[config.mk]
export PLATFORM = sky130hd
export DESIGN_NAME = rpli_mod
export DESIGN_NICKNAME = d
export VERILOG_FILES = /design/src/hdl/rpli_pkg.sv /design/src/hdl/rpli_mod.sv
export SDC_FILE = /design/constraint.sdc
export NUM_CORES = 1
export LEC_CHECK = 0
export BUFFER_PORTS_ARGS = -buffer_cell sky130_fd_sc_hd__buf_4
export CORE_UTILIZATION = 41
export DETAILED_ROUTE_END_ITERATION = 10
export SLEW_MARGIN = 0
export SYNTH_ARGS = -nofsm -noshare
export SYNTH_HDL_FRONTEND = slang
export SYNTH_SLANG_ARGS = --single-unit
[constraint.sdc]
create_clock -name clk -period 2.85 [get_ports clk]
set_input_delay 0.7125 -clock clk [delete_from_list [all_inputs] [get_ports clk]]
set_output_delay 0.7125 -clock clk [all_outputs]
set_load 0.01 [all_outputs]
[src/hdl/rpli_pkg.sv]
`timescale 1ns / 1ps
`default_nettype none
package rpli_pkg;

	localparam int CFG_IDX_W  = 1;
	localparam int CFG_DATA_W = 16;
	localparam int EW         = 5;
	localparam int RECIP_W    = 25;
	localparam int RECIP_SH   = 24;

	localparam logic [CFG_IDX_W-1:0] REG_INTERP_COUNT = 1'd0;
	localparam logic [CFG_IDX_W-1:0] REG_ENCODER_MAX  = 1'd1;

	typedef enum logic [1:0] {
		MODE_DECIDE = 2'd0,
		MODE_PASS   = 2'd1,
		MODE_INTERP = 2'd2,
		MODE_DROP   = 2'd3
	} mode_t;

	typedef struct packed {
		logic        start;
		logic [15:0] a;
		logic [15:0] b;
		logic [16:0] t;
	} mod_req_t;

	typedef struct packed {
		logic        done;
		logic [15:0] ra;
		logic [15:0] rb;
	} mod_rsp_t;

	// ceil(2^24 / e), exact floor division for dividends below 2^20
	function automatic logic [RECIP_W-1:0] recip(input logic [EW-1:0] e);
		logic [RECIP_W-1:0] m;
		case (e)
			5'd1:    m = 25'd16777216;
			5'd2:    m = 25'd8388608;
			5'd3:    m = 25'd5592406;
			5'd4:    m = 25'd4194304;
			5'd5:    m = 25'd3355444;
			5'd6:    m = 25'd2796203;
			5'd7:    m = 25'd2396746;
			5'd8:    m = 25'd2097152;
			5'd9:    m = 25'd1864136;
			5'd10:   m = 25'd1677722;
			5'd11:   m = 25'd1525202;
			5'd12:   m = 25'd1398102;
			5'd13:   m = 25'd1290556;
			5'd14:   m = 25'd1198373;
			5'd15:   m = 25'd1118482;
			5'd16:   m = 25'd1048576;
			default: m = 25'd16777216;
		endcase
		return m;
	endfunction

endpackage
`default_nettype wire

[src/hdl/rpli_mod.sv]
`timescale 1ns / 1ps
`default_nettype none
module rpli_mod (
	input  wire logic               clk,
	input  wire logic               arst_n,
	input  wire rpli_pkg::mod_req_t req,
	output rpli_pkg::mod_rsp_t      rsp
);
	import rpli_pkg::*;

	logic        busy_q;
	logic        done_q;
	logic [3:0]  cnt_q;
	logic [15:0] da_q;
	logic [15:0] db_q;
	logic [16:0] ra_q;
	logic [16:0] rb_q;
	logic [16:0] t_q;
	logic [16:0] sa;
	logic [16:0] sb;
	logic [16:0] ra_n;
	logic [16:0] rb_n;

	// one remainder bit per cycle for both dividends
	always_comb begin
		sa   = {ra_q[15:0], da_q[15]};
		sb   = {rb_q[15:0], db_q[15]};
		ra_n = (sa >= t_q) ? sa - t_q : sa;
		rb_n = (sb >= t_q) ? sb - t_q : sb;
	end

	always_ff @(posedge clk or negedge arst_n) begin
		if (!arst_n) begin
			busy_q <= 1'b0;
			done_q <= 1'b0;
			cnt_q  <= '0;
		end else begin
			done_q <= 1'b0;
			if (req.start) begin
				busy_q <= 1'b1;
				cnt_q  <= '0;
			end else if (busy_q) begin
				cnt_q <= cnt_q + 4'd1;
				if (cnt_q == 4'd15) begin
					busy_q <= 1'b0;
					done_q <= 1'b1;
				end
			end
		end
	end

	always_ff @(posedge clk) begin
		if (req.start) begin
			da_q <= req.a;
			db_q <= req.b;
			t_q  <= req.t;
			ra_q <= '0;
			rb_q <= '0;
		end else if (busy_q) begin
			da_q <= {da_q[14:0], 1'b0};
			db_q <= {db_q[14:0], 1'b0};
			ra_q <= ra_n;
			rb_q <= rb_n;
		end
	end

	assign rsp.done = done_q;
	assign rsp.ra   = ra_q[15:0];
	assign rsp.rb   = rb_q[15:0];
endmodule
`default_nettype wire

==> run summary, run 1 <==
The count of buffers added on input and output ports is 84. After synthesis the netlist holds a flip-flop and latch count of 87. TritonCTS built the clock tree. Across the VDD grid, the largest voltage drop is 0.000364 V.

The total number of yosys warnings is 0, and the antenna diode count is 0. Across all layers, the routed design uses 4093 vias. The worst stage delay on the critical path came out at 0.44 ns. Across the routed clock network, the largest skew measured is 0.00723 ns. The tool flagged a number of max-cap violations equal to 0. The floorplan step set the die width to 114 um. The type of destination of the critical path was a register. Clock tree synthesis found a total of 87 sinks. Worst hold path class: primary input to asynchronous set/reset pin. The tree is rooted in a clkbuf_16. The shortest clock period the worst path allows after layout is 2.59 ns, and the count of cell instances traversed by the critical path is 9.

Setup repair after global routing left no endpoint under its margin. The gate family responsible for the most delay along the worst path is compound AO/OA/AOI/OAI gates. The worst setup path is launched from a register. The later pin in the worst-skew pair is clocked with a latency of 0.35 ns.

After global routing the overflow that remains totals 0. The maximum level of the CTS H-tree is 3. The largest fanout on the critical path works out to 7.

The run gives 3.10 ns as the required arrival time at the worst endpoint. The logs give 0 for the count of final max-slew check failures and 0 for the number of nets with antenna violations after detailed routing. The logs give 85 for the number of primary I/O pins and 0 for the final hold violation count. Tracing the worst setup path back leads to its startpoint at t_q[5]. The maximum clock frequency is 0.386 GHz. The mean number of vias per cell came out at 5.40. The type of the setup path with the least slack is register to register. The critical path ends at rb_q[3]. Counting every net in the synthesized netlist gives 588. The effective utilization at floorplan is 0.425, and the final-layout setup total negative slack is 0 ns. Summed over all cells, the static leakage comes to 2.75 nW.

Routability-driven placement finished with a final weighted congestion of 0.857. The relative max-transition margin is 0.531. The launch instance of the worst register-to-register path is t_q[5]. The number of clock buffers inserted by TritonCTS was 9.

For this block, the routed nets add up to 12.3 mm of wire. The area of the core is 0.0122 sq mm. The ratio of cells with drive above 1 in the final layout came out at 0.247. Most used flip-flop cell after synthesis: edfxtp_1.

Setup violations remaining at the end of the flow were counted as 0. The proportion of synthesized flip-flops having asynchronous set or reset was 0.0690; the data arrival time of the critical path was 2.84 ns. The flow ran to the end, and the final reports show no timing, DRC or antenna violations.

The final critical-path share of the clock period came out at 0.909. Yosys mapped a number of flops with a built-in enable equal to 49. Counting along the longest clock path gives a buffer depth of 2. The count of buffer and inverter cells on the critical path works out to 1. The tools report the floorplan row count as 40. The filler-free cell count of the finished design was 758; the total power after layout was 3.20 mW.

The pin slew with the least headroom to its limit is 0.702 ns. The net count of the finished layout is 674. Once placement completed, the tool counted placed cells totaling 742.

The total iterations of the first detailed-routing run was 5. After detailed routing, the number of remaining DRC violations is 0. The number of global-route vias before repair is 4153. The largest net degree at the start of global routing is 43, and the post-synthesis cell count is 499. The die covers 0.0131 sq mm.

For the total routing usage reported by global routing, the log shows 0.203. The average wire per cell in the routed design came out at 16.3 um. In the layout the commonest cells are buf_4 (96), edfxtp_1 (49), nand2_1 (40). The first global-routing pass estimated 20.4 mm of wire. The total of fill cells in the finished design was 1126. The die is 114 um tall. Hold timing on the final database bottoms out at a slack of 0.163 ns.

The number of cells on the worst reg-to-reg path is 9, and the number of antenna violations at the first check in global routing is 0. For the synthesized area, the log shows 0.00517 sq mm. Averaged over all synthesized cells, the footprint is 10.4 sq um. Yosys mapped the design onto 56 distinct sky130hd cell types.

Leading cell type in the layout, fill and taps excluded: buf_4. The detailed router finished its first iteration with 259 violations. Clock-pin slew was measured on the worst setup and hold paths at 0.06 ns. The critical path goes through inv_1 > ha_1 > nand2_1 > o41ai_1 > a31oi_1 > o21ai_1 > nor2_4 > or3_1 > a311oi_1. The total power per unit cell area was 504 mW/mm^2.

The worst register-to-register path ends at rb_q[3]. Among all stages on the critical path, the largest delay is contributed by o41ai_1. The sequential cell area fraction in the yosys report was 0.437; the setup slack of the most critical reg-to-reg path was 0.26 ns. Once the clock tree was built, the setup fixing pass inserted 0 buffers.

Once detailed placement completed, the half-perimeter wirelength came to 9.22 mm. Compared with the post-synthesis result, the final layout area differs by 22.9%.
## worst min-delay path by stage
stage	end	slack, ns	depth (start not counted)
global placement	ra_q[15]	0.47	2
floorplan	busy_q	0.42	0
finish	busy_q	0.16	1
global route	busy_q	0.16	1
CTS	busy_q	0.15	1
detailed placement	ra_q[15]	0.47	2
## power by group
part	switching, mW	internal (mW)
clock	0.488	0.842
sequential	0.0282	1.41
combinational	0.225	0.213
total	0.740	2.46
## metal layers
| layer | up-vias | part of all wire | global-route usage |
|---|---|---|---|
| met5 | - | 0 | 0 |
| met1 | 1950 | 0.45 | 0.254 |
| li1 | 2025 | - | - |
| met3 | 22 | 0.051 | 0.0482 |
| met2 | 96 | 0.47 | 0.332 |
| met4 | 0 | 0.025 | 0.0961 |
## cell type report
| type | instances | area, sq um | area share |
|---|---|---|---|
| clock buffers | 11 | 264 | 0.0415 |
| clock inverters | 5 | 76.3 | 0.0120 |
| inverters | 24 | 90.1 | 0.0142 |
| multi-input cells | 367 | 2730 | 0.430 |
| flip-flops and latches | 87 | 2260 | 0.356 |
| well taps | 168 | 210 | 0.0331 |
| repair buffers | 96 | 721 | 0.113 |
## synthesized netlist by cell type (all sizes together) (3+ instances only)
cell / count / share of area
a211o: 3 / 0.0051
a211oi: 13 / 0.020
a21o: 12 / 0.017
a21oi: 23 / 0.022
a311oi: 4 / 0.0068
a31oi: 6 / 0.0073
a32oi: 4 / 0.0068
and2: 4 / 0.0048
buf: 10 / 0.010
clkbuf: 11 / 0.0080
dfrtp: 6 / 0.029
dfxtp: 32 / 0.12
edfxtp: 49 / 0.28
ha: 35 / 0.085
inv: 24 / 0.017
mux2: 31 / 0.067
mux2i: 24 / 0.046
nand2: 41 / 0.031
nand2b: 8 / 0.0097
nand3: 11 / 0.011
nand4: 7 / 0.0085
nor2: 31 / 0.022
nor2b: 4 / 0.0048
nor3: 4 / 0.0039
o211ai: 4 / 0.0058
o21a: 7 / 0.010
o21ai: 27 / 0.026
o21bai: 4 / 0.0058
o31ai: 6 / 0.0087
or3: 4 / 0.0048
xnor2: 19 / 0.032
xor2: 8 / 0.014
## worst register-to-register path, cell delays in order, from the launching register on
cell and delay [ns]:
edfxtp_1 0.32, inv_1 0.08, ha_1 0.38, nand2_1 0.12
o41ai_1 0.44, a31oi_1 0.13, o21ai_1 0.25, nor2_4 0.12
or3_1 0.38, a311oi_1 0.27
## timing repair
| action | in CTS | in global routing |
|---|---|---|
| setup endpoints to repair | 0 | 1 |
| hold buffers | 0 | 0 |
| resized for setup | 0 | 1 |
## stage by stage
step / area (sq um) / utilization / setup WS, ns
CTS: 6350 / 0.522 / 0.175
finish: 6360 / 0.523 / 0.259
global route: 6360 / 0.523 / 0.0563
detailed placement: 6010 / 0.494 / 0.240
global placement: 6010 / 0.494 / 0.292
floorplan: 5170 / - / 0.587
## registers in the layout, indices dropped and copies added, names as in the netlist
register,count
t_q,17
busy_q,1
db_q,16
ra_q,16
cnt_q,4
rb_q,16
done_q,1
da_q,16
## cell families after synthesis
| logic type | Yosys count | synth area share |
|---|---|---|
| flip-flops | 87 | 0.437 |
| adder cells (fa/ha/maj) | 37 | 0.0924 |
| multiplexers | 55 | 0.114 |
| buffers and inverters | 45 | 0.0358 |
| XOR/XNOR | 27 | 0.0457 |
| AO/OA/AOI/OAI | 125 | 0.161 |
| AND/OR/NAND/NOR | 123 | 0.114 |
Power figures use the tool's default switching activity.
==> inputs of run 2 (changes only) <==
- CTS_BUF_LIST: not set -> sky130_fd_sc_hd__clkbuf_16
==> run 2 against run 1 <==
  * Sequential share of layout area is 0.084 points higher
  * Global-route usage is the same
  * Clock-buffer cell count shrank 1
  * Clock power is essentially flat
  * Worst hold slack about the same
  * Sequential cell count unchanged
  * Clock skew decreased by 0.00086 ns
  * First-iteration DRC count is 4.2% lower
  * Sequential power about the same
  * Fmax decreased by 2.7%
  * Critical path depth increased by 1
==> run summary, run 2 (synthesis results as in run 1) <==
The flow ran to the end, and the final reports show no timing, DRC or antenna violations. The total power after layout was 3.18 mW (was 3.20 mW); the number of nets with antenna violations after detailed routing was 0 (unchanged). The number of clock buffers inserted by TritonCTS was 9 (unchanged); the maximum clock frequency was 0.375 GHz (was 0.386 GHz). Largest clock skew in the final design: 0.00638 ns (was 0.00723 ns). The max-capacitance violation count came out at 0 (unchanged). The final net count was 674 (unchanged); the number of global-route vias before repair was 4153 (unchanged). The count of endpoints failing setup in the final report is 0 (unchanged). The clock input transition at the sequential cells of the worst setup and hold paths is 0.06 ns (about the same). The ratio of cells with drive above 1 in the final layout is 0.247 (unchanged), and the initial detailed-routing violation count is 248 (was 259). The area of the core was 0.0122 sq mm (unchanged); the cell area after layout was 0.00634 sq mm (was 0.00636 sq mm). The weighted congestion reported at the end of routability-driven placement was 0.857 (unchanged); the area growth from synthesis to layout was 22.6% (was 22.9%).

The largest fanout on the critical path was 7 (unchanged). The shortest clock period the worst path allows after layout was 2.66 ns (was 2.59 ns). The total power per unit cell area came out at 501 mW/mm^2 (was 504 mW/mm^2). TritonCTS built the clock tree. For the count of final max-slew check failures, the log shows 0 (unchanged).

The logs give 1130 (was 1126) for the total of fill cells in the finished design and 0 (unchanged) for the final hold violation count. The worst hold path class is primary input to asynchronous set/reset pin (unchanged). The mean number of vias per cell was 5.45 (was 5.40); the area of the die was 0.0131 sq mm (unchanged). Pin slew with the least headroom to its limit: 0.671 ns (was 0.702 ns). The clock latency on the worst-skew pair is 0.34 ns (was 0.35 ns). The floorplan row count was 40 (unchanged); the smallest setup slack after layout was 0.186 ns (was 0.259 ns).

Post-placement setup slack: 0.240 ns (unchanged). The tools report the root buffer cell as clkbuf_16 (unchanged). The tools report the static leakage as 2.74 nW (was 2.75 nW). The data arrival time of the critical path is 2.87 ns (was 2.84 ns), and the detailed-route wire length is 12.4 mm (was 12.3 mm). The filler-free cell count of the finished design came out at 758 (unchanged).

Type of the setup path with the least slack: register to register (unchanged). The total iterations of the first detailed-routing run is 4 (was 5), and the cell area reported after detailed placement is 0.00601 sq mm (unchanged). For the total of hold buffers inserted after clock tree synthesis, the log shows 0 (unchanged). The type of destination of the critical path was a register (unchanged). The tools report the effective utilization at floorplan as 0.425 (unchanged). The chip height came out at 114 um (unchanged). The leading cell type in the layout, fill and taps excluded is buf_4 (unchanged). The logs give 742 (unchanged) for the total instance count after detailed placement and 85 (unchanged) for the number of primary I/O pins.

The tools report the post-DP HPWL as 9.22 mm (unchanged). The logs give 87 (unchanged) for the sink count of the clock tree and 0 (unchanged) for the number of gates resized after cts. The antenna diode count came out at 0 (unchanged). Average wire per cell in the routed design: 16.3 um (about the same).

The number of remaining DRC errors was 0 (unchanged); the number of cells on the worst reg-to-reg path was 10 (was 9). The final critical-path share of the clock period was 0.935 (was 0.909); the wire length of the first global-routing pass was 20.4 mm (unchanged). The most flop-heavy register is t_q (unchanged). Maximum vdd drop: 0.000365 V (was 0.000364 V). The tools report the number of antenna violations at the first check in global routing as 0 (unchanged).

The total vias in the final route is 4129 (was 4093), and the width of the chip is 114 um (unchanged). Maximum level of the CTS H-tree: 3 (unchanged). The tools report the required arrival time at the worst endpoint as 3.05 ns (was 3.10 ns).

The number of buffers added for setup after CTS is 0 (unchanged). Setup repair after global routing left no endpoint under its margin. The largest net degree at the start of global routing is 43 (unchanged), and the total global routing overflow is 0 (unchanged). The quantity of I/O buffers inserted on ports was 84 (unchanged); the final-layout setup total negative slack was 0 ns (unchanged). The relative max-transition margin came out at 0.551 (was 0.531). Commonest non-fill, non-tap cells in the layout: buf_4 (96), edfxtp_1 (49), nand2_1 (40) (unchanged). Startpoint kind of the worst setup timing path: a register (unchanged). The total routing usage reported by global routing came out at 0.203 (unchanged).

The maximum root-to-sink buffer count is 2 (unchanged). Flip-flop count of the largest register after layout: 17 (unchanged).
run 2: cell count changes in the layout (fill, tap and decap cells not counted):
| cell | before | now |
|---|---|---|
| clkbuf_8 | 1 | 0 |
| inv_2 | 0 | 1 |
| nor2_2 | 0 | 1 |
| nor2_4 | 1 | 0 |
run 2: power breakdown:
group          internal, mW  leakage, nW  switching (mW)  total, mW
Sequential             1.41        0.844          0.0283       1.44
Combinational         0.213         1.73           0.225      0.438
Clock                 0.816        0.168           0.488       1.30
run 2: worst max-delay path, cell delays in order (launching register included):
cell and delay (ns):
edfxtp_1 0.36, inv_1 0.18, ha_1 0.28, nor2b_1 0.16, o31ai_1 0.31, a211o_1 0.23, a211oi_2 0.08, nor2_2 0.32
buf_4 0.24, mux2i_1 0.27, a211oi_1 0.10
run 2: layout make-up:
class,instances,area (sq um),area share
inverters,24,90.1,0.0142
multi-input cells,367,2730,0.430
well taps,168,210,0.0331
flip-flops and latches,87,2260,0.357
clock inverters,6,80.1,0.0126
repair buffers,96,721,0.114
clock buffers,10,250,0.0395
run 2: through the flow:
step                      hold slack [ns]   util
final                               0.164  0.521
after global routing                0.159  0.521
after CTS                           0.150  0.521
after detailed placement            0.474  0.494
after global placement              0.474  0.494
after floorplan                     0.417      -
run 2: final timing paths:
path | slack (ns) | endpoint | from
worst max-delay path | 0.19 | rb_q[8] | t_q[1]
worst min-delay path | 0.16 | busy_q | arst_n
worst max register to register | 0.19 | rb_q[8] | t_q[1]
worst min register to register | 0.48 | ra_q[15] | ra_q[15]
max in group asynchronous | 2.57 | cnt_q[0] | arst_n
min in group clk | 0.48 | ra_q[15] | ra_q[15]
run 2: per-layer routing:
| layer | vias to the layer above | track usage | share of wire | wire (um) |
|---|---|---|---|---|
| met1 | 1972 | 0.254 | 0.46 | 5640 |
| li1 | 2026 | - | - | - |
| met3 | 24 | 0.0482 | 0.053 | 651 |
| met2 | 107 | 0.332 | 0.47 | 5770 |
| met4 | 0 | 0.0961 | 0.025 | 311 |
| met5 | - | 0 | 0 | 0 |
==> inputs of run 3 (changes only) <==
- clock period: 2.85 -> 2.2 ns (I/O delays scaled with it)
==> run 3 against run 2 <==
  * The run now ends with setup timing left
  * Sequential share of layout area decreased by 6.2 points
  * Design area rose by 21%
  * Combinational power increased by 89%
  * Worst hold slack improved by 0.21 ns
  * Clock skew grew 0.0026 ns
  * First-iteration DRC count is 1.2% lower
  * Worst setup slack worse by 0.34 ns
  * Core utilization is 11 points higher
==> run summary, run 3 (synthesis results as in run 1) <==
Most flop-heavy register: t_q (unchanged). The width of the chip came out at 114 um (unchanged). The post-route core utilization is 0.632 (was 0.521).

The largest fanout on the critical path is 4 (was 7), and the area growth from synthesis to layout is 48.6% (was 22.6%). The tools report the wire length of the first global-routing pass as 22.9 mm (was 20.4 mm). The worst-path cell with the longest stage delay is or3_1 (was edfxtp_1). TritonCTS built the clock tree. Setup repair after global routing could not meet its margin everywhere. Type of destination of the critical path: a register (unchanged). Number of nets with antenna violations after detailed routing: 0 (unchanged). The final critical-path share of the clock period was 1.07 (was 0.935). The number of antenna violations at the first check in global routing came out at 0 (unchanged). The ratio of cells with drive above 1 in the final layout is 0.462 (was 0.247). For the floorplan row count, the log shows 40 (unchanged). The mean number of vias per cell is 5.17 (was 5.45), and the smallest setup slack after layout is -0.151 ns (was 0.186 ns). The flow ran to the end, but the final reports show violations. The run gives 30 (was 43) as the largest net degree at the start of global routing.

The relative max-transition margin is 0.605 (was 0.551), and the final hold violation count is 0 (unchanged). For the total of fill cells in the finished design, the log shows 1010 (was 1130). The maximum clock frequency is 0.425 GHz (was 0.375 GHz). For the count of endpoints failing setup in the final report, the log shows 28 (was 0).

The chip height was 114 um (unchanged). The run gives 2.47 ns (was 3.05 ns) as the required arrival time at the worst endpoint. The final reports fail on setup timing. The logs give 0 (unchanged) for the max-capacitance violation count and 0.0122 sq mm (unchanged) for the area of the core. The clock latency on the worst-skew pair was 0.35 ns (was 0.34 ns); the sink count of the clock tree was 87 (unchanged). The number of remaining DRC errors came out at 0 (unchanged). For the total routing usage reported by global routing, the log shows 0.229 (was 0.203). The total iterations of the first detailed-routing run is 4 (unchanged), and the area of the die is 0.0131 sq mm (unchanged).

The quantity of I/O buffers inserted on ports was 84 (unchanged). Detailed-route wire length: 14.2 mm (was 12.4 mm). The total vias in the final route is 4515 (was 4129), and the static leakage is 3.39 nW (was 2.74 nW). The data arrival time of the critical path came out at 2.62 ns (was 2.87 ns). The pin slew with the least headroom to its limit is 0.593 ns (was 0.671 ns), and the tightest hold margin is 0.371 ns (was 0.164 ns). The total power per unit cell area came out at 543 mW/mm^2 (was 501 mW/mm^2). The type of the setup path with the least slack was register to register (unchanged).

The gate family responsible for the most delay along the worst path is compound AO/OA/AOI/OAI gates (unchanged). Chain of cells forming the critical path: inv_2 > ha_4 > buf_6 > and3_4 > o211ai_1 > a211o_1 > a211oi_2 > nor2_2 > or3_1 > a311oi_2 (was inv_1 > ha_1 > nor2b_1 > o31ai_1 > a211o_1 > a211oi_2 > nor2_2 > buf_4 > mux2i_1 > a211oi_1). The tools report the post-placement setup slack as -0.286 ns (was 0.240 ns).

The root buffer cell was clkbuf_16 (unchanged). The run gives 10.5 mm (was 9.22 mm) as the post-DP HPWL. Commonest non-fill, non-tap cells in the layout: buf_4 (199), edfxtp_1 (49), nand2_1 (37) (was buf_4 (96), edfxtp_1 (49), nand2_1 (40)). The effective utilization at floorplan is 0.425 (unchanged).

The largest clock skew in the final design was 0.00902 ns (was 0.00638 ns); the maximum vdd drop was 0.000482 V (was 0.000365 V). The average wire per cell in the routed design is 16.2 um (was 16.3 um), and the weighted congestion reported at the end of routability-driven placement is 0.836 (was 0.857). The maximum level of the CTS H-tree is 3 (unchanged), and the shortest clock period the worst path allows after layout is 2.35 ns (was 2.66 ns). The worst hold path class was primary input to register (was primary input to asynchronous set/reset pin). The count of buffer and inverter cells on the critical path works out to 2 (unchanged). The number of clock buffers inserted by TritonCTS is 9 (unchanged), and the initial detailed-routing violation count is 245 (was 248).

The tools report the total global routing overflow as 0 (unchanged). The total power after layout was 4.17 mW (was 3.18 mW); the number of global-route vias before repair was 4632 (was 4153). The final net count was 790 (was 674); the clock input transition at the sequential cells of the worst setup and hold paths was 0.07 ns (was 0.06 ns).

The leading cell type in the layout, fill and taps excluded was buf_4 (unchanged). The number of primary I/O pins is 85 (unchanged), and the worst stage delay on the critical path is 0.39 ns (was 0.36 ns). The startpoint kind of the worst setup timing path was a register (unchanged).

The run gives 0 (unchanged) as the count of final max-slew check failures. The flip-flop count of the largest register after layout works out to 17 (unchanged). The logs give 0 (unchanged) for the antenna diode count and 2 (unchanged) for the maximum root-to-sink buffer count.
run 3: layout make-up:
type,instances,area [sq um],share of cell area
Timing Repair Buffer,212,1670,0.217
Tap cell,168,210,0.0273
Sequential cell,87,2260,0.294
Multi-Input combinational cell,367,3170,0.413
Clock buffer,9,225,0.0293
Inverter,24,90.1,0.0117
Clock inverter,7,55.1,0.00716
run 3: final timing paths:
check                              start        to  slack (ns)  cells past startpoint
max in group asynchronous         arst_n  cnt_q[0]        1.54                      2
min in group asynchronous         arst_n  cnt_q[3]        0.55                      2
worst max-delay path              t_q[8]   rb_q[3]       -0.15                     10
worst min register to register  ra_q[11]  ra_q[11]        0.49                      2
worst min-delay path             req[16]   t_q[16]        0.37                      1
worst max register to register    t_q[8]   rb_q[3]       -0.15                     10
run 3: power by group:
group | total, mW | internal [mW] | switching (mW)
logic | 0.828 | 0.446 | 0.382
registers | 1.86 | 1.82 | 0.0380
clock network | 1.48 | 0.782 | 0.699
total | 4.17 | 3.05 | 1.12
run 3: per-layer routing:
metal | up-vias | GRT usage | wire length (um)
li1 | 2254 | - | -
met1 | 2140 | 0.287 | 6270
met2 | 106 | 0.395 | 7050
met3 | 15 | 0.0566 | 707
met4 | 0 | 0.0554 | 142
met5 | - | 0 | 0
run 3: per-stage QoR:
step / instance area (sq um) / instances / setup TNS [ns]
5_1_grt: 7690 / 874 / -6.39
3_5_place_dp: 6770 / 836 / -4.94
2_1_floorplan: 5210 / 499 / 0
3_3_place_gp: 6770 / 836 / -3.39
4_1_cts: 7360 / 868 / -1.73
6_report: 7690 / 874 / -2.55
run 3: timing repair:
action                                 in CTS  in global routing
cloned                                      0                  1
hold buffers                                1                  0
pin swaps                                  24                 18
endpoints found under the hold margin       6                  0
gates resized for setup                    40                 50
buffers inserted                           15                  5
setup endpoints to repair                  32                 32
run 3: worst register-to-register path: cells and delay by family (launching register included):
family          cells  cell delay, ns
compound gates      4            0.82
fa+ha+maj           1            0.28
buf+inv             2            0.17
flops               1            0.35
simple gates        3            0.65
